## config.mk

```make
export PLATFORM = sky130hd
export DESIGN_NAME = utf8_stream_validator
export DESIGN_NICKNAME = d
export VERILOG_FILES = /design/src/rtl/u8v_pkg.sv /design/src/rtl/u8v_skid.sv /design/src/rtl/utf8_stream_validator.sv
export VERILOG_INCLUDE_DIRS = /design/src /design/src/rtl
export SDC_FILE = /design/constraint.sdc
export NUM_CORES = 1
export LEC_CHECK = 0
export BUFFER_PORTS_ARGS = -buffer_cell sky130_fd_sc_hd__buf_4
export CAP_MARGIN = 20
export CORE_ASPECT_RATIO = 0.75
export CORE_MARGIN = 2
export CORE_UTILIZATION = 60
export CTS_CLUSTER_DIAMETER = 40
export CTS_CLUSTER_SIZE = 12
export DETAILED_ROUTE_END_ITERATION = 7
export GPL_TIMING_DRIVEN = 0
export HOLD_SLACK_MARGIN = 0.08
export PLACE_DENSITY = 0.88
export SYNTH_ARGS = -nofsm -noshare
export SYNTH_HDL_FRONTEND = slang
export SYNTH_HIERARCHICAL = 1
export SYNTH_SLANG_ARGS = --single-unit
```

## constraint.sdc

```tcl
create_clock -name aclk -period 3.22 [get_ports aclk]
set_input_delay 0.483 -clock aclk [delete_from_list [all_inputs] [get_ports aclk]]
set_output_delay 0.483 -clock aclk [all_outputs]
set_load 0.01 [all_outputs]
```

## src/rtl/utf8_stream_validator_assert.svh

```systemverilog
// assertion macros shared by the utf8 stream validator rtl
// depends on a clock named aclk and an active-low reset named aresetn in the using module
`ifndef UTF8_STREAM_VALIDATOR_ASSERT_SVH
`define UTF8_STREAM_VALIDATOR_ASSERT_SVH
`ifndef SYNTH
// same-cycle implication, checked outside reset
`define U8V_ASSERT_IMP(label, cond, conseq, msg) \
    label: assert property (@(posedge aclk) disable iff (!aresetn) (cond) |-> (conseq)) \
        else $error(msg);
// next-cycle implication, checked outside reset
`define U8V_ASSERT_NXT(label, cond, conseq, msg) \
    label: assert property (@(posedge aclk) disable iff (!aresetn) (cond) |=> (conseq)) \
        else $error(msg);
`else
`define U8V_ASSERT_IMP(label, cond, conseq, msg)
`define U8V_ASSERT_NXT(label, cond, conseq, msg)
`endif
`endif

```

## src/rtl/u8v_pkg.sv

```systemverilog
// types and constants of the utf8 stream validator
// used by u8v_skid and utf8_stream_validator; no dependencies
`timescale 1ns / 1ps

package u8v_pkg;

    // byte classes
    localparam logic [7:0] ASCII_LIMIT = 8'h80;
    localparam logic [7:0] CTRL_LIMIT  = 8'h20;
    localparam logic [7:0] CHAR_TAB    = 8'h09;
    localparam logic [7:0] CHAR_LF     = 8'h0A;
    localparam logic [7:0] CHAR_CR     = 8'h0D;
    localparam logic [7:0] LEAD2_MIN   = 8'hC2;
    localparam logic [7:0] LEAD2_MAX   = 8'hDF;
    localparam logic [7:0] LEAD3_MIN   = 8'hE0;
    localparam logic [7:0] LEAD3_MAX   = 8'hEF;
    localparam logic [7:0] LEAD4_MIN   = 8'hF0;
    localparam logic [7:0] LEAD4_MAX   = 8'hF4;
    localparam logic [1:0] CONT_TAG    = 2'b10;

    // sequence lengths
    localparam logic [2:0] SEQ_NONE = 3'd0;
    localparam logic [2:0] SEQ_TWO  = 3'd2;
    localparam logic [2:0] SEQ_THREE = 3'd3;
    localparam logic [2:0] SEQ_FOUR = 3'd4;

    // code point limits
    localparam int unsigned CP_W = 21;
    localparam logic [CP_W-1:0] CP_MIN3    = 21'h000800;
    localparam logic [CP_W-1:0] CP_MIN4    = 21'h010000;
    localparam logic [CP_W-1:0] CP_SURR_LO = 21'h00D800;
    localparam logic [CP_W-1:0] CP_SURR_HI = 21'h00DFFF;
    localparam logic [CP_W-1:0] CP_MAX     = 21'h10FFFF;

    // one result as it travels to the output buffer
    typedef struct packed {
        logic [1:0] bytes_pending;
        logic       text_done;
        logic       still_valid;
    } result_t;

endpackage

```

## src/rtl/u8v_skid.sv

```systemverilog
// two-entry output buffer (output register plus skid register) for results
// depends on u8v_pkg and utf8_stream_validator_assert.svh
`timescale 1ns / 1ps
`include "utf8_stream_validator_assert.svh"

module u8v_skid
    import u8v_pkg::*;
(
    input  logic    aclk,
    input  logic    aresetn,
    input  logic    in_valid,
    output logic    in_ready,
    input  result_t in_data,
    output logic    out_valid,
    input  logic    out_ready,
    output result_t out_data
);

    logic    out_valid_reg, out_valid_next;
    result_t out_data_reg, out_data_next;
    logic    skid_valid_reg, skid_valid_next;
    result_t skid_data_reg, skid_data_next;

    assign in_ready  = !skid_valid_reg;
    assign out_valid = out_valid_reg;
    assign out_data  = out_data_reg;

    always_comb begin
        out_valid_next  = out_valid_reg;
        out_data_next   = out_data_reg;
        skid_valid_next = skid_valid_reg;
        skid_data_next  = skid_data_reg;
        if (out_ready || !out_valid_reg) begin
            // output slot frees up: drain skid first, else take the new request
            if (skid_valid_reg) begin
                out_valid_next  = 1'b1;
                out_data_next   = skid_data_reg;
                skid_valid_next = 1'b0;
            end else begin
                out_valid_next = in_valid;
                out_data_next  = in_data;
            end
        end else if (in_valid && !skid_valid_reg) begin
            skid_valid_next = 1'b1;
            skid_data_next  = in_data;
        end
    end

    always_ff @(posedge aclk) begin
        if (!aresetn) begin
            out_valid_reg  <= 1'b0;
            skid_valid_reg <= 1'b0;
        end else begin
            out_valid_reg  <= out_valid_next;
            skid_valid_reg <= skid_valid_next;
        end
        out_data_reg  <= out_data_next;
        skid_data_reg <= skid_data_next;
    end

    `U8V_ASSERT_IMP(a_skid_behind_out, skid_valid_reg, out_valid_reg, "skid holds data with output empty")
    `U8V_ASSERT_NXT(a_stall_parks, in_valid && in_ready && out_valid_reg && !out_ready, skid_valid_reg && out_valid_reg, "request lost while output stalled")
    `U8V_ASSERT_NXT(a_skid_drains, skid_valid_reg && out_ready, !skid_valid_reg && out_valid_reg, "skid not moved to output")

endmodule

```

## src/rtl/utf8_stream_validator.sv

```systemverilog
// top level of the utf8 stream validator: decode state, byte checks, result buffer
// depends on u8v_pkg, u8v_skid and utf8_stream_validator_assert.svh
`timescale 1ns / 1ps
`include "utf8_stream_validator_assert.svh"

// Checks a byte stream as UTF-8, one byte per clock. Each byte on s_tdata
// (s_tlast marks the final byte of a text) gives exactly one result on m_*.
// A byte is taken on every cycle that s_tvalid and s_tready are high; its
// result is registered in the output buffer. Sustained rate is one byte per
// clock: the whole decode step for a byte is one pass of logic from the
// decode state registers into the result buffer, and s_tready only drops
// when both entries of the two-entry output buffer are full. NUL, control
// bytes other than tab, newline and carriage return, bad lead or
// continuation bytes, overlong three and four byte forms, surrogates, code
// points above 10FFFF and a sequence left open at the final byte all mark
// the text invalid. Once invalid, the text stays invalid until its final
// byte; after the final byte all state returns to reset for the next text.
// No clearing pass after reset.

module utf8_stream_validator
    import u8v_pkg::*;
(
    input  logic       aclk,
    input  logic       aresetn,
    input  logic       s_tvalid,
    output logic       s_tready,
    input  logic [7:0] s_tdata,   // [7:0] data_byte
    input  logic       s_tlast,   // last_byte
    output logic       m_tvalid,
    input  logic       m_tready,
    output logic [7:0] m_tdata,   // [0] still_valid, [2:1] bytes_pending, [7:3] zero
    output logic       m_tlast    // text_done
);

    // decode state
    logic [1:0]      rem_reg, rem_next;
    logic [2:0]      len_reg, len_next;
    logic [CP_W-1:0] acc_reg, acc_next;
    logic            err_reg, err_next;

    logic            s_accept;
    logic [CP_W-1:0] acc_shift;
    logic            cp_bad;
    logic            fail;
    result_t         res;
    result_t         out_res;

    assign s_accept = s_tvalid && s_tready;

    // code point after appending this continuation byte
    assign acc_shift = {acc_reg[CP_W-7:0], s_tdata[5:0]};

    // range checks, only meaningful on the closing byte of a sequence
    assign cp_bad = ((len_reg == SEQ_THREE) && (acc_shift < CP_MIN3))
                 || ((len_reg == SEQ_FOUR) && (acc_shift < CP_MIN4))
                 || ((acc_shift >= CP_SURR_LO) && (acc_shift <= CP_SURR_HI))
                 || (acc_shift > CP_MAX);

    always_comb begin
        rem_next = rem_reg;
        len_next = len_reg;
        acc_next = acc_reg;
        err_next = err_reg;
        fail     = 1'b0;

        // once an error is latched later bytes of the text are ignored
        if (!err_reg) begin
            if (rem_reg == 2'd0) begin
                // expecting a single byte or a lead byte
                priority if (s_tdata == 8'h00) begin
                    fail = 1'b1;
                end else if (s_tdata < ASCII_LIMIT) begin
                    if ((s_tdata < CTRL_LIMIT) && (s_tdata != CHAR_TAB)
                        && (s_tdata != CHAR_LF) && (s_tdata != CHAR_CR)) begin
                        fail = 1'b1;
                    end
                end else if ((s_tdata >= LEAD2_MIN) && (s_tdata <= LEAD2_MAX)) begin
                    len_next = SEQ_TWO;
                    acc_next = {{(CP_W-5){1'b0}}, s_tdata[4:0]};
                    rem_next = 2'd1;
                end else if ((s_tdata >= LEAD3_MIN) && (s_tdata <= LEAD3_MAX)) begin
                    len_next = SEQ_THREE;
                    acc_next = {{(CP_W-4){1'b0}}, s_tdata[3:0]};
                    rem_next = 2'd2;
                end else if ((s_tdata >= LEAD4_MIN) && (s_tdata <= LEAD4_MAX)) begin
                    len_next = SEQ_FOUR;
                    acc_next = {{(CP_W-3){1'b0}}, s_tdata[2:0]};
                    rem_next = 2'd3;
                end else begin
                    fail = 1'b1;
                end
            end else if (s_tdata[7:6] != CONT_TAG) begin
                fail = 1'b1;
            end else begin
                acc_next = acc_shift;
                rem_next = rem_reg - 2'd1;
                if (rem_reg == 2'd1) begin
                    // sequence closes here
                    if (cp_bad) begin
                        fail = 1'b1;
                    end else begin
                        len_next = SEQ_NONE;
                        acc_next = '0;
                    end
                end
            end
        end

        // a sequence still open at the final byte spoils the text
        if (s_tlast && (rem_next != 2'd0)) begin
            fail = 1'b1;
        end

        if (fail) begin
            err_next = 1'b1;
            rem_next = 2'd0;
            len_next = SEQ_NONE;
            acc_next = '0;
        end

        res.still_valid   = !err_next;
        res.text_done     = s_tlast;
        res.bytes_pending = err_next ? 2'd0 : rem_next;

        // final byte: start the next text from reset
        if (s_tlast) begin
            rem_next = 2'd0;
            len_next = SEQ_NONE;
            acc_next = '0;
            err_next = 1'b0;
        end
    end

    always_ff @(posedge aclk) begin
        if (!aresetn) begin
            rem_reg <= 2'd0;
            len_reg <= SEQ_NONE;
            acc_reg <= '0;
            err_reg <= 1'b0;
        end else if (s_accept) begin
            rem_reg <= rem_next;
            len_reg <= len_next;
            acc_reg <= acc_next;
            err_reg <= err_next;
        end
    end

    // result buffer parts the two handshakes
    u8v_skid u_skid (
        .aclk      (aclk),
        .aresetn   (aresetn),
        .in_valid  (s_accept),
        .in_ready  (s_tready),
        .in_data   (res),
        .out_valid (m_tvalid),
        .out_ready (m_tready),
        .out_data  (out_res)
    );

    assign m_tdata = {5'b00000, out_res.bytes_pending, out_res.still_valid};
    assign m_tlast = out_res.text_done;

    `U8V_ASSERT_IMP(a_open_seq_clean, rem_reg != 2'd0, !err_reg && (len_reg != SEQ_NONE), "open sequence alongside error")
    `U8V_ASSERT_NXT(a_last_clears, s_accept && s_tlast, (rem_reg == 2'd0) && !err_reg && (len_reg == SEQ_NONE) && (acc_reg == '0), "state not cleared after final byte")
    `U8V_ASSERT_IMP(a_pending_valid, m_tvalid && (m_tdata[2:1] != 2'd0), m_tdata[0] && !m_tlast, "pending bytes reported on invalid or finished text")

endmodule
```

==> out/metrics.cfg <==
[setup_path]
path_class=reg2reg
worst-path-buf-inv=1
cpPeakStageDelay_ps=380
crit_path_end_kind=flop
critPathSlowestCell=nor4b_1
worstPathCellList=inv_1 -> ha_1 -> or2_2 -> o32ai_1 -> a21oi_2 -> nand2_2 -> nor2_8 -> nor4b_1 -> mux2_4
r2r_start=rem_reg[0]$_SDFFE_PN0P_
crit_arrival_ps=2480
rrSetupSlack_ps=890
regToRegEndpoint=u_skid/out_data[3]$_DFFE_PP_
cp_top_family=simple AND/OR/NAND/NOR gates
cp_max_fo=8
r2r_cells=9
crit_required_ps=3370
cp-start-kind=flop

[cells_and_area]
syn2layout_area_growth_pct=14.6
final_nets=243
nFillCells=228
layout-drive-gt1-share_pct=26.6
largest_register_ffs=15
n_antenna_cell=0

[synth]
synth-simple-area-share_pct=28.0
synth_top_area_share_pct=23.8
synth_area_mm2=0.00193
syn_avg_cell_area_um2=9.62
ys_top_cells_by_area=dfxtp_1 (24%), edfxtp_1 (12%), nand2_1 (7.0%)
yosys_warnings=6
synthXorXnorAreaFrac_pct=0
synth_fa_ha_area_share_pct=1.29
synth.area.mux_share_pct=9.84
yosysMostFrequentCell=nand2_1
yosysSeqAreaShare_pct=36.2
synth-compound-area-share_pct=17.3
synth_seq_cells=31
yosysUniqueCellTypes=59
synth_largest_area_cell=dfxtp_1
synthTopCellsByCount=nand2_1 (36), dfxtp_1 (23), mux2i_1 (13)
ys.flop_type=dfxtp_1
synth_enable_flop_cells=8
synth_top_family_by_area=simple AND/OR/NAND/NOR gates
async_flop_share_pct=0
syn_inst=201

[power]
switching_share_pct=26.2
combPwrFrac_pct=18.5
p_int_uw=682
vdd_drop_max_mv=0.203
pwr-share-clk_pct=36.2
leakage_nw=0.917
p_switching_uw=242
p_seq_share_pct=45.2
total_power_uw=924
powerDensity_mw_per_mm2=417

[timing]
setup_viol=0
worst_pin_slew_ps=629
slew_headroom_pct=58.0
fin_crit_ps=2330
rsz0062_at_grt=false
skew_ps=5.96
fin_crit_sh_pct=72.2
drv_slew=0
tns_ps=0
finalHoldViolations=0
max_freq_mhz=430

[die]
die_area_mm2=0.00370
fp.dieW_um=69.5
io_pins=24
die_h_um=53.2
rows=17
initial_core_util_pct=64.5
core-area_mm2=0.00300

[routing]
totalWireLength_um=4200
vias_per_cell=6.10
dr.first_iter.drc_count=143
wire_per_inst_um=15.7
via_count=1628
drc_errors=0
firstDrtPassIters=5
postRouteAntennaNets=0

[worst_hold_path]
hp-class=in2reg
hold_depth=2
worstHoldStart=s_tdata[0]
hold_end=acc_reg[0]$_SDFFE_PN0P_

[grt]
antenna_found_initial=0
grt_pass1_vias=1508
grt_pass1_wl_um=7180
grt_use_total_pct=25.2
grt.overflow.total=0
grt_max_degree=11

[placed_design]
dpl.hpwl_um=3190
gp_congestion=0.920
port_buffers=16

[clock_tree]
clkTransAtPathRegs_ps=70
cts_hold_buf=0
cts_resized=0
h-tree-depth=2
cts_buffers=5
cts_root_buffer=clkbuf_8
cts_tree=built
clockBufferDepth=2
insertion_delay_ps=280
cts_num_sinks=31
cts_setup_buffers=0

[flow_run]
maxCapViolations=0

[status]
status=complete, no violations

## through the flow
step / cell area (um^2) / hold WS, ps / utilization [%] / std cells / setup slack, ps
after global placement: 2120 / 448 / 70.5 / 259 / 855
final: 2220 / 454 / 73.9 / 267 / 895
after detailed placement: 2120 / 457 / 70.5 / 259 / 860
after floorplan: 1950 / 434 / - / 205 / 1140
after CTS: 2220 / 454 / 73.9 / 267 / 917
after global routing: 2220 / 465 / 73.9 / 267 / 727
## layout make-up
type,count,area [um^2],share of cell area [%]
Buffer,14,119,5.36
Tap cell,38,47.5,2.15
Sequential cell,31,701,31.6
Clock buffer,8,100,4.52
Inverter,5,18.8,0.847
Timing Repair Buffer,16,120,5.42
Multi-Input combinational cell,155,1110,50.1
## cell usage in the layout, fill, tap and decap left out, types with 3 or more instances in the layout
master / count
mux2i_1: 13
clkbuf_1: 3
nor4b_1: 4
nor2_1: 6
nand4_1: 4
nand2b_1: 3
buf_4: 22
inv_1: 5
o21ai_0: 6
mux2_4: 4
a22o_1: 4
dfxtp_1: 23
a21oi_1: 7
nand2_1: 36
a32o_1: 3
conb_1: 5
edfxtp_1: 8
buf_6: 3
and3_1: 3
nand3_1: 4
clkbuf_8: 9
nor3_1: 8
## logic make-up after synthesis
group / count (synthesis)
mux: 17
other cells: 1
fa+ha+maj: 2
flops: 31
buf+inv: 19
compound gates: 41
simple gates: 90
## worst reg2reg max path, stage by stage, from the launching register on
cell and delay [ps]:
dfxtp_1 360, inv_1 90, ha_1 250, or2_2 310
o32ai_1 230, a21oi_2 140, nand2_2 130, nor2_8 60
nor4b_1 390, mux2_4 230
## worst max path at each step
stage,start,endpoint,cells after the start
2_1_floorplan,s_tdata[3],u_skid/out_data[2]$_DFFE_PP_,8
3_3_place_gp,s_tdata[1],u_skid/out_data[0]$_DFFE_PP_,9
3_5_place_dp,s_tdata[1],u_skid/out_data[0]$_DFFE_PP_,9
4_1_cts,rem_reg[0]$_SDFFE_PN0P_,u_skid/out_data[3]$_DFFE_PP_,9
5_1_grt,rem_reg[0]$_SDFFE_PN0P_,u_skid/out_data[2]$_DFFE_PP_,9
6_report,rem_reg[0]$_SDFFE_PN0P_,u_skid/out_data[3]$_DFFE_PP_,9
## power by group through the flow
stage	registers (mW)	logic, mW	clock network [mW]
after global routing	0.419	0.184	0.350
final	0.418	0.171	0.335
after floorplan	0.428	0.119	0
after detailed placement	0.426	0.169	0
after CTS	0.418	0.170	0.334
after global placement	0.426	0.166	0
## per-layer routing
metal	vias to the layer above	global-route usage, %	share of wire, %
li1	780	-	-
met3	3	5.33	9.9
met2	94	41.2	45
met5	-	0	0
met4	0	8.50	0.64
met1	751	33.5	44
(Power assumes the default switching activity.)
